**config.mk**
```make
export PLATFORM = sky130hd
export DESIGN_NAME = calculator_expression_tokenizer
export DESIGN_NICKNAME = d
export VERILOG_FILES = /design/src/cet_pkg.sv /design/src/calculator_expression_tokenizer.sv /design/src/cet_lexer.sv /design/src/cet_tokq.sv
export SDC_FILE = /design/constraint.sdc
export NUM_CORES = 1
export LEC_CHECK = 0
export BUFFER_PORTS_ARGS = -buffer_cell sky130_fd_sc_hd__buf_2
export CAP_MARGIN = 20
export CORE_ASPECT_RATIO = 1.25
export CORE_MARGIN = 3
export CORE_UTILIZATION = 60
export DETAILED_ROUTE_END_ITERATION = 7
export MAX_ROUTING_LAYER = met4
export PLACE_DENSITY = 0.75
export SYNTH_ARGS = -nofsm -noshare
export SYNTH_HDL_FRONTEND = slang
export SYNTH_HIERARCHICAL = 1
export SYNTH_SLANG_ARGS = --single-unit
```
**constraint.sdc**
```tcl
create_clock -name clk -period 8.7 [get_ports clk]
set_input_delay 2.175 -clock clk [delete_from_list [all_inputs] [get_ports clk]]
set_output_delay 2.175 -clock clk [all_outputs]
set_load 0.03 [all_outputs]
```
**src/cet_pkg.sv**
```systemverilog
// Shared types and constants for the calculator expression tokenizer.
// Character codes, token kind codes, lexer mode codes and status structs.
// No dependencies.
package cet_pkg;

	// Lexer modes
	localparam logic [2:0] MODE_IDLE     = 3'd0;
	localparam logic [2:0] MODE_NUMBER   = 3'd1;
	localparam logic [2:0] MODE_NAME     = 3'd2;
	localparam logic [2:0] MODE_ARG_LEAD = 3'd3;
	localparam logic [2:0] MODE_ARG_BODY = 3'd4;

	// ASCII codes
	localparam logic [7:0] CH_TAB     = 8'd9;
	localparam logic [7:0] CH_CR      = 8'd13;
	localparam logic [7:0] CH_SPACE   = 8'd32;
	localparam logic [7:0] CH_LPAREN  = 8'd40;
	localparam logic [7:0] CH_RPAREN  = 8'd41;
	localparam logic [7:0] CH_STAR    = 8'd42;
	localparam logic [7:0] CH_PLUS    = 8'd43;
	localparam logic [7:0] CH_MINUS   = 8'd45;
	localparam logic [7:0] CH_POINT   = 8'd46;
	localparam logic [7:0] CH_SLASH   = 8'd47;
	localparam logic [7:0] CH_ZERO    = 8'd48;
	localparam logic [7:0] CH_NINE    = 8'd57;
	localparam logic [7:0] CH_EQUAL   = 8'd61;
	localparam logic [7:0] CH_UPPER_A = 8'd65;
	localparam logic [7:0] CH_UPPER_Z = 8'd90;
	localparam logic [7:0] CH_CARET   = 8'd94;
	localparam logic [7:0] CH_LOWER_A = 8'd97;
	localparam logic [7:0] CH_LOWER_C = 8'd99;
	localparam logic [7:0] CH_LOWER_L = 8'd108;
	localparam logic [7:0] CH_LOWER_N = 8'd110;
	localparam logic [7:0] CH_LOWER_S = 8'd115;
	localparam logic [7:0] CH_LOWER_T = 8'd116;
	localparam logic [7:0] CH_LOWER_Z = 8'd122;

	// Token kinds
	localparam logic [4:0] TK_NUM    = 5'd0;
	localparam logic [4:0] TK_PLUS   = 5'd1;
	localparam logic [4:0] TK_MINUS  = 5'd2;
	localparam logic [4:0] TK_DIV    = 5'd3;
	localparam logic [4:0] TK_MUL    = 5'd4;
	localparam logic [4:0] TK_LPAREN = 5'd5;
	localparam logic [4:0] TK_RPAREN = 5'd6;
	localparam logic [4:0] TK_POW    = 5'd7;
	localparam logic [4:0] TK_EQ     = 5'd8;
	localparam logic [4:0] TK_SIN    = 5'd9;
	localparam logic [4:0] TK_COS    = 5'd10;
	localparam logic [4:0] TK_TAN    = 5'd11;
	localparam logic [4:0] TK_SINH   = 5'd12;
	localparam logic [4:0] TK_COSH   = 5'd13;
	localparam logic [4:0] TK_TANH   = 5'd14;
	localparam logic [4:0] TK_ASIN   = 5'd15;
	localparam logic [4:0] TK_ACOS   = 5'd16;
	localparam logic [4:0] TK_ATAN   = 5'd17;
	localparam logic [4:0] TK_ASINH  = 5'd18;
	localparam logic [4:0] TK_ACOSH  = 5'd19;
	localparam logic [4:0] TK_ATANH  = 5'd20;
	localparam logic [4:0] TK_LN     = 5'd21;
	localparam logic [4:0] TK_LOG    = 5'd22;
	localparam logic [4:0] TK_VAR    = 5'd23;

	localparam logic [3:0] FRAC_MAX = 4'd15;

	// One output word
	typedef struct packed {
		logic [4:0]  kind;
		logic [4:0]  letter;
		logic        neg;
		logic [31:0] mant;
		logic [3:0]  frac;
		logic        sat;
		logic        last;
		logic        done;
	} token_t;

	// Lexer status toward the top level
	typedef struct packed {
		logic [2:0] mode;
		logic [1:0] ntok;
	} lex_stat_t;

	// Token queue status
	typedef struct packed {
		logic [1:0] free;
		logic [1:0] count;
	} q_stat_t;

endpackage

```
**src/calculator_expression_tokenizer.sv**
```systemverilog
// Top level of the calculator expression tokenizer: input stage, lexer step
// and token queue. Depends on cet_pkg, cet_lexer and cet_tokq.
//
// Usage: characters enter on in_valid/in_stall (char_code, end_of_expr set
// on the final character). Tokens leave on out_valid/out_stall, one word
// per token; run_last marks the last word a character caused and expr_done
// marks the last word of the character that closed the expression.
// A character may cause zero, one or two words.
// Path: a taken character is registered in the input stage, and its words
// are written into the token queue when its step commits; the queue offers
// them from there, and the second word of a pair follows the first.
// Throughput: one character per cycle while each makes at most one word and
// the receiver does not stall; a character that makes two words can stall
// the input, since the two-entry token queue has a single output port.
// Reset returns the lexer to idle with no pending number or name and
// empties the queue. When the receiver stalls, the queue holds its words,
// and once it cannot take the next step's words the input stage holds its
// character and in_stall rises.
module calculator_expression_tokenizer #(
	parameter int MANTISSA_BITS = 32
) (
	input  logic        clk,
	input  logic        arst_n,
	input  logic        in_valid,
	output logic        in_stall,
	input  logic [7:0]  char_code,
	input  logic        end_of_expr,
	output logic        out_valid,
	input  logic        out_stall,
	output logic [4:0]  token_kind,
	output logic [4:0]  var_letter,
	output logic        is_negative,
	output logic [31:0] mantissa,
	output logic [3:0]  fraction_digits,
	output logic        saturated,
	output logic        run_last,
	output logic        expr_done
);

	logic [7:0] char_s1;
	logic       end_s1;
	logic       valid_s1;
	logic       commit;
	logic       pop;
	logic       load;

	cet_pkg::token_t    tok0, tok1, rd_tok;
	cet_pkg::lex_stat_t lex_stat;
	cet_pkg::q_stat_t   q_stat;

	// Commit the staged character when the queue has room for its words
	assign commit   = valid_s1 && (lex_stat.ntok <= q_stat.free);
	assign in_stall = valid_s1 && !commit;
	assign load     = in_valid && !in_stall;
	assign pop      = out_valid && !out_stall;

	// Input stage: load a character, hold it while stalled
	always_ff @(posedge clk) begin
		if (load) begin
			char_s1 <= char_code;
			end_s1  <= end_of_expr;
		end
	end

	always_ff @(posedge clk or negedge arst_n) begin
		if (!arst_n) begin
			valid_s1 <= 1'b0;
		end else begin
			valid_s1 <= load || (valid_s1 && !commit);
		end
	end

	cet_lexer #(
		.MANTISSA_BITS(MANTISSA_BITS)
	) u_lexer (
		.clk        (clk),
		.arst_n     (arst_n),
		.char_code  (char_s1),
		.end_of_expr(end_s1),
		.commit     (commit),
		.tok0       (tok0),
		.tok1       (tok1),
		.stat       (lex_stat)
	);

	cet_tokq u_tokq (
		.clk     (clk),
		.arst_n  (arst_n),
		.wr      (commit),
		.wr_cnt  (lex_stat.ntok),
		.wr0     (tok0),
		.wr1     (tok1),
		.rd      (pop),
		.rd_valid(out_valid),
		.rd_tok  (rd_tok),
		.stat    (q_stat)
	);

	assign token_kind      = rd_tok.kind;
	assign var_letter      = rd_tok.letter;
	assign is_negative     = rd_tok.neg;
	assign mantissa        = rd_tok.mant;
	assign fraction_digits = rd_tok.frac;
	assign saturated       = rd_tok.sat;
	assign run_last        = rd_tok.last;
	assign expr_done       = rd_tok.done;

	// The lexer is back at idle after the closing character of an expression
	a_end_idle: assert property (@(posedge clk) disable iff (!arst_n)
		commit && end_s1 |=> lex_stat.mode == cet_pkg::MODE_IDLE)
		else $error("lexer not idle after end of expression");

	// A word that closes the expression is the last of its step
	a_done_last: assert property (@(posedge clk) disable iff (!arst_n)
		out_valid && expr_done |-> run_last)
		else $error("expr_done without run_last");

	// With a held word at the output, a two-word step never commits
	a_no_overfill: assert property (@(posedge clk) disable iff (!arst_n)
		out_valid && out_stall |-> !(commit && lex_stat.ntok == 2'd2))
		else $error("token queue overfilled");

	// Queue occupancy stays within its two entries
	a_count_range: assert property (@(posedge clk) disable iff (!arst_n)
		q_stat.count != 2'd3)
		else $error("token queue count out of range");

endmodule

```
**src/cet_lexer.sv**
```systemverilog
// Lexer step for the calculator expression tokenizer: state registers and
// the per-character next-state and token logic (up to two tokens a step).
// Depends on cet_pkg.
module cet_lexer #(
	parameter int MANTISSA_BITS = 32
) (
	input  logic               clk,
	input  logic               arst_n,
	input  logic [7:0]         char_code,
	input  logic               end_of_expr,
	input  logic               commit,
	output cet_pkg::token_t    tok0,
	output cet_pkg::token_t    tok1,
	output cet_pkg::lex_stat_t stat
);

	localparam int MW = (MANTISSA_BITS > 32) ? 32 : MANTISSA_BITS;
	localparam int SW = MW + 4;

	typedef struct packed {
		logic [2:0]    mode;
		logic [2:0]    len;
		logic [7:0]    first;
		logic [7:0]    second;
		logic [7:0]    fourth;
		logic [MW-1:0] num;
		logic [3:0]    frac;
		logic          point;
		logic          sign;
		logic          stopped;
		logic          ovf;
	} lex_state_t;

	lex_state_t st_q;
	lex_state_t s;
	cet_pkg::token_t tok_a, tok_i, tok_e;
	logic va, vi, ve, redo;
	logic [4:0] k;
	logic [1:0] ntok;

	function automatic logic is_digit(logic [7:0] c);
		return c inside {[cet_pkg::CH_ZERO:cet_pkg::CH_NINE]};
	endfunction

	// Multiply by ten and add one digit, clamping at the mantissa limit
	function automatic lex_state_t add_digit(lex_state_t si, logic [7:0] c);
		lex_state_t so;
		logic [SW-1:0] sum;
		so  = si;
		sum = SW'({si.num, 3'b000}) + SW'({si.num, 1'b0}) + SW'(c[3:0]);
		if (sum[SW-1:MW] != '0) begin
			so.num = '1;
			so.ovf = 1'b1;
		end else begin
			so.num = sum[MW-1:0];
		end
		return so;
	endfunction

	function automatic lex_state_t clear_num(lex_state_t si);
		lex_state_t so;
		so         = si;
		so.num     = '0;
		so.frac    = '0;
		so.point   = 1'b0;
		so.sign    = 1'b0;
		so.stopped = 1'b0;
		so.ovf     = 1'b0;
		return so;
	endfunction

	// One character of an argument body, atof style
	function automatic lex_state_t arg_char(lex_state_t si, logic [7:0] c);
		lex_state_t so;
		so = si;
		if (!si.stopped) begin
			if (is_digit(c)) begin
				if (!si.point) begin
					so = add_digit(si, c);
				end else if (si.frac >= cet_pkg::FRAC_MAX) begin
					so.ovf = 1'b1;
				end else begin
					so      = add_digit(si, c);
					so.frac = si.frac + 4'd1;
				end
			end else if (c == cet_pkg::CH_POINT && !si.point) begin
				so.point = 1'b1;
			end else begin
				so.stopped = 1'b1;
			end
		end
		return so;
	endfunction

	// Function kind from the first letter, length and second or fourth letter of the name; TK_NUM marks no match
	function automatic logic [4:0] func_kind(lex_state_t si);
		logic [4:0] r;
		logic three, six;
		three = (si.len == 3'd3);
		six   = (si.len == 3'd6);
		case (si.first)
			cet_pkg::CH_LOWER_S: r = three ? cet_pkg::TK_SIN : cet_pkg::TK_SINH;
			cet_pkg::CH_LOWER_C: r = three ? cet_pkg::TK_COS : cet_pkg::TK_COSH;
			cet_pkg::CH_LOWER_T: r = three ? cet_pkg::TK_TAN : cet_pkg::TK_TANH;
			cet_pkg::CH_LOWER_A: begin
				case (si.fourth)
					cet_pkg::CH_LOWER_S: r = six ? cet_pkg::TK_ASIN : cet_pkg::TK_ASINH;
					cet_pkg::CH_LOWER_C: r = six ? cet_pkg::TK_ACOS : cet_pkg::TK_ACOSH;
					cet_pkg::CH_LOWER_T: r = six ? cet_pkg::TK_ATAN : cet_pkg::TK_ATANH;
					default:             r = cet_pkg::TK_NUM;
				endcase
			end
			cet_pkg::CH_LOWER_L: begin
				r = (si.second == cet_pkg::CH_LOWER_N) ? cet_pkg::TK_LN : cet_pkg::TK_LOG;
			end
			default: r = cet_pkg::TK_NUM;
		endcase
		return r;
	endfunction

	// Operator kind; TK_NUM when the character is no operator
	function automatic logic [4:0] op_kind(logic [7:0] c);
		logic [4:0] r;
		case (c)
			cet_pkg::CH_PLUS:   r = cet_pkg::TK_PLUS;
			cet_pkg::CH_MINUS:  r = cet_pkg::TK_MINUS;
			cet_pkg::CH_SLASH:  r = cet_pkg::TK_DIV;
			cet_pkg::CH_STAR:   r = cet_pkg::TK_MUL;
			cet_pkg::CH_LPAREN: r = cet_pkg::TK_LPAREN;
			cet_pkg::CH_RPAREN: r = cet_pkg::TK_RPAREN;
			cet_pkg::CH_CARET:  r = cet_pkg::TK_POW;
			cet_pkg::CH_EQUAL:  r = cet_pkg::TK_EQ;
			default:            r = cet_pkg::TK_NUM;
		endcase
		return r;
	endfunction

	function automatic cet_pkg::token_t make_tok(logic [4:0] kind, logic [4:0] letter,
			logic neg, logic [MW-1:0] mant, logic [3:0] frac, logic sat);
		cet_pkg::token_t t;
		t.kind   = kind;
		t.letter = letter;
		t.neg    = neg;
		t.mant   = 32'(mant);
		t.frac   = frac;
		t.sat    = sat;
		t.last   = 1'b0;
		t.done   = 1'b0;
		return t;
	endfunction

	// Next state and candidate tokens for the character in the stage
	always_comb begin
		s     = st_q;
		redo  = 1'b0;
		tok_a = '0;
		tok_i = '0;
		tok_e = '0;
		va    = 1'b0;
		vi    = 1'b0;
		ve    = 1'b0;
		k     = cet_pkg::TK_NUM;

		case (st_q.mode)
			cet_pkg::MODE_NUMBER: begin
				if (is_digit(char_code)) begin
					s = add_digit(s, char_code);
				end else begin
					tok_a  = make_tok(cet_pkg::TK_NUM, 5'd0, 1'b0, s.num, 4'd0, s.ovf);
					va     = 1'b1;
					s      = clear_num(s);
					s.mode = cet_pkg::MODE_IDLE;
					redo   = 1'b1;
				end
			end
			cet_pkg::MODE_NAME: begin
				if (char_code == cet_pkg::CH_LPAREN) begin
					s      = clear_num(s);
					s.mode = cet_pkg::MODE_ARG_LEAD;
				end else if (char_code inside {[cet_pkg::CH_LOWER_A:cet_pkg::CH_LOWER_Z]}) begin
					if (st_q.len == 3'd1) s.second = char_code;
					if (st_q.len == 3'd3) s.fourth = char_code;
					if (st_q.len < 3'd7) s.len = st_q.len + 3'd1;
				end else begin
					s.mode = cet_pkg::MODE_IDLE;
					redo   = 1'b1;
				end
			end
			cet_pkg::MODE_ARG_LEAD, cet_pkg::MODE_ARG_BODY: begin
				if (char_code == cet_pkg::CH_RPAREN) begin
					k = func_kind(s);
					if (k != cet_pkg::TK_NUM) begin
						tok_a = make_tok(k, 5'd0, s.sign, s.num, s.frac, s.ovf);
						va    = 1'b1;
					end
					s      = clear_num(s);
					s.mode = cet_pkg::MODE_IDLE;
				end else if (st_q.mode == cet_pkg::MODE_ARG_BODY) begin
					s = arg_char(s, char_code);
				end else if (char_code == cet_pkg::CH_SPACE ||
						char_code inside {[cet_pkg::CH_TAB:cet_pkg::CH_CR]}) begin
					s.mode = cet_pkg::MODE_ARG_LEAD;
				end else if (char_code == cet_pkg::CH_PLUS) begin
					s.mode = cet_pkg::MODE_ARG_BODY;
				end else if (char_code == cet_pkg::CH_MINUS) begin
					s.sign = 1'b1;
					s.mode = cet_pkg::MODE_ARG_BODY;
				end else begin
					s.mode = cet_pkg::MODE_ARG_BODY;
					s      = arg_char(s, char_code);
				end
			end
			default: begin
				s.mode = cet_pkg::MODE_IDLE;
				redo   = 1'b1;
			end
		endcase

		// Handle the character afresh from idle
		if (redo) begin
			if (is_digit(char_code)) begin
				s      = clear_num(s);
				s.mode = cet_pkg::MODE_NUMBER;
				s      = add_digit(s, char_code);
			end else if (op_kind(char_code) != cet_pkg::TK_NUM) begin
				tok_i = make_tok(op_kind(char_code), 5'd0, 1'b0, '0, 4'd0, 1'b0);
				vi    = 1'b1;
			end else if (char_code inside {[cet_pkg::CH_UPPER_A:cet_pkg::CH_UPPER_Z]}) begin
				tok_i = make_tok(cet_pkg::TK_VAR, 5'(char_code - cet_pkg::CH_UPPER_A),
					1'b0, '0, 4'd0, 1'b0);
				vi    = 1'b1;
			end else if (char_code inside {cet_pkg::CH_LOWER_A, cet_pkg::CH_LOWER_S,
					cet_pkg::CH_LOWER_C, cet_pkg::CH_LOWER_T, cet_pkg::CH_LOWER_L}) begin
				s.mode   = cet_pkg::MODE_NAME;
				s.first  = char_code;
				s.second = 8'd0;
				s.fourth = 8'd0;
				s.len    = 3'd1;
			end
		end

		// Flush what is pending at end of expression, then return to reset
		if (end_of_expr) begin
			if (s.mode == cet_pkg::MODE_NUMBER) begin
				tok_e = make_tok(cet_pkg::TK_NUM, 5'd0, 1'b0, s.num, 4'd0, s.ovf);
				ve    = 1'b1;
			end else if (s.mode == cet_pkg::MODE_ARG_LEAD ||
					s.mode == cet_pkg::MODE_ARG_BODY) begin
				k = func_kind(s);
				if (k != cet_pkg::TK_NUM) begin
					tok_e = make_tok(k, 5'd0, s.sign, s.num, s.frac, s.ovf);
					ve    = 1'b1;
				end
			end
			s = '0;
		end
	end

	// Pack candidates in order and mark the last word of the step
	always_comb begin
		tok1 = '0;
		if (va) begin
			tok0 = tok_a;
			tok1 = vi ? tok_i : tok_e;
		end else if (vi) begin
			tok0 = tok_i;
			tok1 = tok_e;
		end else begin
			tok0 = tok_e;
		end
		ntok = 2'({1'b0, va} + {1'b0, vi} + {1'b0, ve});
		if (ntok == 2'd2) begin
			tok1.last = 1'b1;
			tok1.done = end_of_expr;
		end else begin
			tok0.last = 1'b1;
			tok0.done = end_of_expr;
		end
	end

	assign stat.mode = st_q.mode;
	assign stat.ntok = ntok;

	// Advance the lexer state when the step commits
	always_ff @(posedge clk or negedge arst_n) begin
		if (!arst_n) begin
			st_q <= '0;
		end else if (commit) begin
			st_q <= s;
		end
	end

endmodule

```
**src/cet_tokq.sv**
```systemverilog
// Two-entry token queue between the lexer step and the output channel.
// Takes up to two words a cycle, gives one. Depends on cet_pkg.
module cet_tokq (
	input  logic             clk,
	input  logic             arst_n,
	input  logic             wr,
	input  logic [1:0]       wr_cnt,
	input  cet_pkg::token_t  wr0,
	input  cet_pkg::token_t  wr1,
	input  logic             rd,
	output logic             rd_valid,
	output cet_pkg::token_t  rd_tok,
	output cet_pkg::q_stat_t stat
);

	cet_pkg::token_t q_q [2];
	logic       head_q;
	logic [1:0] count_q;
	logic       tail;
	logic [1:0] push_n;

	assign tail     = head_q ^ count_q[0];
	assign push_n   = wr ? wr_cnt : 2'd0;
	assign rd_valid = (count_q != 2'd0);
	assign rd_tok   = q_q[head_q];

	// Room for this cycle, counting the word that leaves now
	assign stat.free  = 2'(2'd2 - count_q + {1'b0, rd});
	assign stat.count = count_q;

	// Hold the words
	always_ff @(posedge clk) begin
		if (push_n != 2'd0) q_q[tail] <= wr0;
		if (push_n == 2'd2) q_q[~tail] <= wr1;
	end

	// Advance head and count
	always_ff @(posedge clk or negedge arst_n) begin
		if (!arst_n) begin
			head_q  <= 1'b0;
			count_q <= 2'd0;
		end else begin
			head_q  <= head_q ^ rd;
			count_q <= 2'(count_q - {1'b0, rd} + push_n);
		end
	end

endmodule
```
==> impl_metrics.yaml, run 1 <==
status:
  outcome: "complete, no violations"
finish:
  multi_input_area_um2: 7630
  syn2layout_area_growth_pct: 6.61
  drive_gt1_frac: 0.205
  seq_area_um2: 5130
  nFillCells: 1746
  final_nets: 1425
  antenna_cells: 0
  post-route-cell-area_um2: 14300
route:
  drt_iter0_drc: 860
  wire_per_inst_um: 20.4
  route.final.wire_length_mm: 33.1
  drtPass1Iterations: 6
  drc_errors: 0
  routed_via_density: 6.44
  ant_nets: 0
  routed-via-count: 10500
sta:
  finalClockSkew_ps: 13.9
  setup_viol: 0
  finalSetupTns_ps: 0
  slew-limit-headroom: 0.373
  final_max_slew_viol_count: 0
  finalCritPeriodShare: 0.923
  fin_hold_ws_ps: 483
  period_needed_ps: 8030
  rsz0062_at_grt: "false"
  tightest_slew_ps: 940
  fmax_ghz: 0.125
  finalHoldViolations: 0
die:
  start_util: 0.617
  dieArea_um2: 24200
  rows: 60
  die_x_um: 140
  io_pins: 65
  fp.dieH_um: 173
  core_area_um2: 21800
cts:
  clk_pin_slew_ps: 70
  postCtsSetupBuffers: 0
  cts_sinks: 183
  htree_levels: 4
  cts_tree: "done"
  ctsHoldBuffers: 0
  cts_resized: 0
  clkLatencyLatePin_ps: 440
  clockRootBuffer: "clkbuf_16"
  cts_made_buffers: 17
  cts_buffer_depth: 2
setup_path:
  crit_fanout: 17
  cp_cell_sequence: "inv_1, ha_1, a31oi_1, a21oi_1, o31ai_2, o311ai_1, a21oi_1, nand2_1, inv_1, fa_1, inv_1, inv_1, ha_1, nand2_1, o211ai_2, inv_1, buf_2"
  required_ps: 6530
  critPathBufInv: 6
  end_kind: "primary output"
  critPathKind: "register to primary output"
  critical-path-top-delay-family: "compound AO/OA/AOI/OAI gates"
  path_common_cell: "inv_1"
  crit_arrival_ps: 5850
  startpoint_type: "register"
  cpPeakStageDelay_ps: 780
  crit_slowest_cell: "edfxtp_1"
synth:
  syn_inst: 1299
  syn_area_um2: 13400
  syn_area_per_cell_um2: 10.3
  ys_warn_count: 6
power:
  vdd_ir_drop_max_mv: 0.180
  power.static_leakage_nw: 6.26
  cellPowerDensity_nw_per_um2: 219
grt:
  grt_max_degree: 68
  grt.total_usage: 0.278
  grt-ovfl-total: 0
  grt_pass1_wl_mm: 53.7
  antenna_found_initial: 0
  grt_pass1_vias: 10600
worst_hold_path:
  holdCritPathClass: "register to register"
place:
  io_buffers: 64
  place_area_um2: 13700
  dp_hpwl_mm: 23.5
  gp_congestion: 1.01
run:
  cap_violations: 0
==> layout make-up <==
cell class,instances,area share
sequential,183,0.358
inverter,40,0.0105
timing repair buffer,80,0.0318
tap,279,0.0244
multi-input combinational,1010,0.533
clock inverter,14,0.0118
clock buffer,18,0.0300
==> metrics by stage <==
step                      setup WS, ps   util  std cells  power (mW)
after floorplan                   1480      -       1336        2.02
after global placement            1390  0.630       1592        2.32
after detailed placement          1280  0.630       1592        2.34
after CTS                          795  0.657       1624        3.15
after global routing               293  0.657       1624        3.30
final                              671  0.657       1624        3.14
==> per-layer routing <==
| metal | share of wire | wire length [um] | global-route usage |
|---|---|---|---|
| met1 | 0.40 | 13300 | 0.323 |
| met2 | 0.51 | 16900 | 0.478 |
| met3 | 0.045 | 1480 | 0.0386 |
| met4 | 0.044 | 1460 | 0.127 |
| met5 | 0 | 0 | - |
==> cells in the final DEF (no fill, tap or decap), drive strengths merged, types with 20 or more instances in the layout <==
cell type	instances
xnor2	21
inv	44
dfrtp	74
a22o	21
o2bb2ai	29
edfxtp	109
nand2	112
o21ai	85
ha	77
mux2	152
buf	80
a31oi	20
nor2	82
nand3	30
a21oi	78
conb	38
==> registers in the layout (all words and copies together) (netlist names) <==
register and flops:
char_s1 8, end_s1 1, u_lexer/st_q 67, u_lexer/stat 3, u_tokq/count_q 2, u_tokq/head_q 1, u_tokq/q_q 100, valid_s1 1
==> worst paths after layout <==
kind	slack, ps	cells past startpoint	start	to
worst max-delay path	670	17	char_s1[0]	in_stall
worst min-delay path	480	1	u_lexer/st_q[54]	u_lexer/st_q[54]
worst max register to register	1260	19	char_s1[0]	u_tokq/q_q[0][36]
worst min register to register	480	1	u_lexer/st_q[54]	u_lexer/st_q[54]
max in group asynchronous	5980	2	arst_n	u_tokq/head_q
min in group asynchronous	1540	1	arst_n	u_lexer/st_q[60]
==> where the power goes <==
group | switching [mW] | internal [mW] | leakage, nW | total (mW)
Combinational | 0.815 | 0.385 | 3.85 | 1.20
Sequential | 0.0948 | 1.04 | 2.12 | 1.13
Clock | 0.371 | 0.433 | 0.287 | 0.804
(Power assumes the default switching activity.)
==> inputs of run 2 (changes only) <==
--- a/config.mk
+++ b/config.mk
@@ -15,5 +15,4 @@
 export PLACE_DENSITY = 0.75
 export SYNTH_ARGS = -nofsm -noshare
 export SYNTH_HDL_FRONTEND = slang
-export SYNTH_HIERARCHICAL = 1
 export SYNTH_SLANG_ARGS = --single-unit
==> run 2 against run 1 <==
Count of clock-buffer cells in the layout shrank 1. Sequential power about the same. Synthesized cell count down 4.8%. Sequential cell count stayed put. Critical path depth did not move. Die area decreased by 7.0%. Design area is 4.9% lower. Clock power is 1% lower. Via count shrank 0.14%. Critical path type unchanged.
==> impl_metrics.yaml, run 2 <==
finish:
  largest_reg_flops: 100
  reg_top3: "u_tokq.q_q: 100 flops, u_lexer.st_q: 67 flops, char_s1: 8 flops"
  syn2layout_area_growth_pct: 9.40
  final_common_cell: "edfxtp_1"
  drive_gt1_frac: 0.154
  final_nets: 1366
  layout_common_cells: "109 x edfxtp_1, 106 x a22o_1, 101 x nand2_1, 81 x a21oi_1, 77 x ha_1"
  final_util: 0.673
  post-route-cell-area_um2: 13600
  largest-register: "u_tokq.q_q"
synth:
  ys_top_cells_by_count: "109 x edfxtp_1, 106 x a22o_1, 101 x nand2_1"
  syn_area_um2: 12400
  synth_area_leaders: "edfxtp_1 26%, dfrtp_1 15%, ha_1 7.7%"
  syn_nets: 1330
  synth_top_area_frac: 0.263
  async_reset_ff_frac: 0.404
  ys_types: 92
  ys_warn_count: 0
  syn_area_per_cell_um2: 10.1
  syn_inst: 1237
  ys_ff_latch: 183
  yosysMostFrequentCell: "edfxtp_1"
  ys_seq_area_frac: 0.412
  synthFlopType: "edfxtp_1"
  synth_top_area_cell: "edfxtp_1"
  synth_edf_count: 109
sta:
  setup_viol: 0
  finalHoldViolations: 0
  slew-limit-headroom: 0.293
  finalClockSkew_ps: 10.1
  tightest_slew_ps: 1060
  finalCritPeriodShare: 0.895
  finalSetupTns_ps: 0
  final_max_slew_viol_count: 0
  fmax_ghz: 0.128
  period_needed_ps: 7790
  rsz0062_at_grt: "false"
setup_path:
  startpoint: "char_s1[3]"
  r2r_start: "char_s1[3]"
  startpoint_type: "register"
  ff2ff_path_depth: 19
  crit_fanout: 24
  required_ps: 6530
  end_kind: "primary output"
  critPathKind: "register to primary output"
  crit_arrival_ps: 5610
route:
  ant_nets: 0
  wire_per_inst_um: 21.0
  drt_iter0_drc: 888
  routed-via-count: 10400
  drc_errors: 0
  drtPass1Iterations: 6
  route.final.wire_length_mm: 32.8
  routed_via_density: 6.68
power:
  intPower_mw: 1.82
  finalPower_mw: 3.01
  power.static_leakage_nw: 5.74
  pwr-share-comb: 0.357
  cellPowerDensity_nw_per_um2: 221
  vdd_ir_drop_max_mv: 0.287
  switching_share: 0.396
  p_sw_mw: 1.19
  clkPwrFrac: 0.265
  seqPwrFrac: 0.378
place:
  dp_hpwl_mm: 23.9
  place_area_um2: 13000
  io_buffers: 64
  gp_congestion: 0.979
worst_hold_path:
  hold_depth: 1
  hp-start: "u_lexer.st_q[55]"
  holdCritPathClass: "register to register"
die:
  core_area_um2: 20200
  start_util: 0.615
  rows: 58
  dieArea_um2: 22500
  io_pins: 65
  die_x_um: 135
  fp.dieH_um: 167
grt:
  grt_pass1_vias: 10100
  antenna_found_initial: 6
  grt.total_usage: 0.301
  grt-ovfl-total: 0
  grt_pass1_wl_mm: 52.8
  grt_max_degree: 69
cts:
  cts_resized: 0
  postCtsSetupBuffers: 0
  cts_sinks: 183
  clockRootBuffer: "clkbuf_16"
  htree_levels: 4
  clkLatencyLatePin_ps: 430
  ctsHoldBuffers: 0
  cts_tree: "done"
  cts_buffer_depth: 2
  clk_pin_slew_ps: 70
  cts_made_buffers: 17
status:
  outcome: "complete, no violations"
run:
  cap_violations: 0
==> run 2: cell type report <==
type	count	area, um2
sequential	183	5130
fill	1608	6630
multi-input combinational	969	6990
antenna	6	15.0
clock inverter	15	184
inverter	24	90.1
tap	270	338
clock buffer	17	425
timing repair buffer	78	448
==> run 2: cell families after synthesis <==
family,count (synthesis),share of synthesized area
AOI/OAI and AO/OA,402,0.236
and+or+nand+nor,389,0.161
DFF,183,0.412
buffers and inverters,85,0.0287
adders and majority gates,80,0.0822
muxes,62,0.0554
xor gates and xnor gates,36,0.0253
==> run 2: path summary, 6_finish.rpt <==
kind | endpoint | slack, ps
max in group asynchronous | u_tokq.head_q | 5950
worst min-delay path | u_lexer.st_q[55] | 480
worst max-delay path | in_stall | 910
worst max register to register | u_lexer.st_q[13] | 1810
worst min register to register | u_lexer.st_q[55] | 480
min in group asynchronous | u_lexer.st_q[46] | 1530
==> run 2: power groups by stage <==
stage / logic [mW] / registers (mW) / clock network [mW]
6_report: 1.07 / 1.14 / 0.796
5_1_grt: 1.16 / 1.15 / 0.833
4_1_cts: 1.07 / 1.13 / 0.802
3_5_place_dp: 1.07 / 1.15 / 0
3_3_place_gp: 1.06 / 1.15 / 0
2_1_floorplan: 0.782 / 1.12 / 0
==> run 2: per-layer routing <==
metal | GRT usage | wire (um) | up-vias
met5 | - | 0 | -
met4 | 0.139 | 1450 | 0
met3 | 0.0423 | 1920 | 93
met2 | 0.492 | 16200 | 425
met1 | 0.369 | 13300 | 5072
li1 | - | - | 4850
==> run 2: worst max-delay path, stage by stage (launching register included) <==
cell and delay, ps:
edfxtp_1 900, nor2b_1 530, a311o_1 580, and2_4 260
a211o_1 470, nand3_1 270, a22oi_1 290, nor3_1 110
nand2b_1 170, fa_1 470, inv_1 110, ha_1 250
nor2b_1 130, o21ai_0 250, inv_1 70, nand2_1 100
inv_1 40, buf_2 170
==> run 2: through the flow <==
stage	worst slack [ps]	hold slack [ps]	instances
3_5_place_dp	1460	464	1524
6_report	912	480	1562
5_1_grt	479	502	1562
2_1_floorplan	120	441	1237
3_3_place_gp	1600	459	1523
4_1_cts	984	486	1556
==> inputs of run 3 (changes only) <==
--- a/config.mk
+++ b/config.mk
@@ -7,7 +7,7 @@
 export LEC_CHECK = 0
 export BUFFER_PORTS_ARGS = -buffer_cell sky130_fd_sc_hd__buf_2
 export CAP_MARGIN = 20
-export CORE_ASPECT_RATIO = 1.25
+export CORE_ASPECT_RATIO = 0.75
 export CORE_MARGIN = 3
 export CORE_UTILIZATION = 60
 export DETAILED_ROUTE_END_ITERATION = 7
==> constraint.sdc (replaced) <==
create_clock -name clk -period 7.3 [get_ports clk]
set_input_delay 1.825 -clock clk [delete_from_list [all_inputs] [get_ports clk]]
set_output_delay 1.825 -clock clk [all_outputs]
set_load 0.03 [all_outputs]
==> run 3 against run 2 <==
Count of clock-buffer cells in the layout unchanged. Non-clock buffer count increased by 7. Wire length increased by 5.9%. Hold slack improved by 3.6 ps. Sequential power increased by 17%. Power increased by 22%. Global-route usage increased by 2.1 points. Sequential cell count unchanged. Sequential share of layout area decreased by 0.18 points.
==> impl_metrics.yaml, run 3 (same netlist as run 2, synthesis figures left out) <==
status:
  outcome: "complete, no violations"
die:
  rows: 44
  die_x_um: 172
  io_pins: 65
  core_area_um2: 19900
  dieArea_um2: 22500
  fp.dieH_um: 131
  start_util: 0.626
power:
  clkPwrFrac: 0.270
  intPower_mw: 2.18
  pwr-share-comb: 0.368
  vdd_ir_drop_max_mv: 0.226
  p_sw_mw: 1.49
  cellPowerDensity_nw_per_um2: 268
  switching_share: 0.406
  power.static_leakage_nw: 5.79
  seqPwrFrac: 0.362
place:
  place_area_um2: 13000
  dp_hpwl_mm: 24.8
  io_buffers: 64
  gp_congestion: 1.00
sta:
  rsz0062_at_grt: "false"
  finalClockSkew_ps: 14.3
  slew-limit-headroom: 0.241
  period_needed_ps: 6970
  finalCritPeriodShare: 0.955
  tightest_slew_ps: 1140
  finalHoldViolations: 0
  final_max_slew_viol_count: 0
  fmax_ghz: 0.143
  setup_viol: 0
  finalSetupTns_ps: 0
finish:
  largest-register: "u_tokq.q_q"
  layout_common_cells: "109 x edfxtp_1, 106 x a22o_1, 101 x nand2_1, 81 x a21oi_1, 77 x ha_1"
  final_nets: 1373
  final_common_cell: "edfxtp_1"
  drive_gt1_frac: 0.159
  largest_reg_flops: 100
  nFillCells: 1582
  post-route-cell-area_um2: 13700
  reg_top3: "u_tokq.q_q: 100 flops, u_lexer.st_q: 67 flops, char_s1: 8 flops"
  syn2layout_area_growth_pct: 9.91
  antenna_cells: 0
route:
  routed_via_density: 6.75
  ant_nets: 0
  drt_iter0_drc: 1476
  drtPass1Iterations: 5
  route.final.wire_length_mm: 34.8
  drc_errors: 0
  wire_per_inst_um: 22.2
  routed-via-count: 10600
setup_path:
  startpoint_type: "register"
  path_common_cell: "inv_1"
  cp_cell_sequence: "inv_1, ha_1, or3b_1, o311ai_2, o21ai_0, a21oi_1, o21ai_1, fa_1, inv_1, ha_1, nor2b_1, o21ai_0, inv_1, nand2_1, inv_1, buf_2"
  end_kind: "primary output"
  crit_fanout: 14
  crit_slowest_cell: "fa_1"
  r2r_start: "char_s1[0]"
  cpPeakStageDelay_ps: 590
  startpoint: "char_s1[0]"
  crit_end: "in_stall"
  crit_arrival_ps: 5150
  r2r-end: "u_tokq.q_q[1][15]"
  ff2ff_path_depth: 17
  required_ps: 5480
  critPathKind: "register to primary output"
  rrSetupSlack_ps: 780
cts:
  cts_made_buffers: 17
  ctsHoldBuffers: 0
  postCtsSetupBuffers: 0
  cts_resized: 0
  clk_pin_slew_ps: 70
  clkLatencyLatePin_ps: 450
  cts_tree: "done"
  clockRootBuffer: "clkbuf_16"
  htree_levels: 4
  cts_sinks: 183
  cts_buffer_depth: 2
worst_hold_path:
  holdCritPathClass: "register to register"
grt:
  grt_pass1_vias: 9402
  grt_max_degree: 75
  use_met3: 0.0836
  gr-usage-met2: 0.404
  met1_usage: 0.520
  grt-ovfl-total: 0
  antenna_found_initial: 0
  top_usage_layer: "met1"
  grt.total_usage: 0.322
  grt_pass1_wl_mm: 54.2
run:
  cap_violations: 0
run 3: through the flow:
step	std cells	utilization	hold slack [ps]	setup WS (ps)	power (mW)
after detailed placement	1536	0.655	471	902	2.67
final	1569	0.688	483	327	3.67
after CTS	1568	0.687	489	361	3.66
after floorplan	1237	-	441	404	2.26
after global placement	1536	0.655	465	1040	2.65
after global routing	1569	0.688	502	0.458	3.83
run 3: final cells by class:
class	count	area [um2]	share of cell area
clock inverters	15	203	0.0148
multi-input cells	969	6990	0.511
flip-flops and latches	183	5130	0.375
inverters	24	90.1	0.00658
well taps	276	345	0.0252
clock buffers	17	425	0.0311
repair buffers	85	500	0.0366
run 3: layer usage:
layer	share of wire	routed length (um)	up-vias
met2	0.38	13100	602
li1	-	-	4872
met5	0	0	-
met3	0.12	4030	30
met1	0.50	17300	5081
met4	0.0089	309	0
run 3: how the worst min path moves through the flow:
| stage | from | to | slack, ps | cells after the start |
|---|---|---|---|---|
| CTS | u_lexer.st_q[55] | u_lexer.st_q[55] | 490 | 1 |
| detailed placement | u_lexer.st_q[55] | u_lexer.st_q[55] | 470 | 1 |
| floorplan | u_lexer.st_q[48] | u_lexer.st_q[48] | 440 | 2 |
| global route | u_lexer.st_q[52] | u_lexer.st_q[52] | 500 | 2 |
| finish | u_lexer.st_q[55] | u_lexer.st_q[55] | 480 | 1 |
| global placement | u_lexer.st_q[63] | u_lexer.st_q[63] | 460 | 1 |
run 3: power by group through the flow:
stage,combinational (mW),sequential (mW),clock (mW)
floorplan,0.933,1.33,0
global placement,1.31,1.34,0
detailed placement,1.33,1.35,0
CTS,1.33,1.33,0.999
global route,1.44,1.34,1.05
finish,1.35,1.33,0.991
run 3: critical path, delay by kind of cell (launching register included):
| kind | cells | cell delay [ps] |
|---|---|---|
| AND/OR/NAND/NOR | 3 | 720 |
| flip-flops | 1 | 380 |
| adder cells (fa/ha/maj) | 3 | 1360 |
| buffers and inverters | 5 | 620 |
| AO/OA/AOI/OAI | 5 | 1620 |
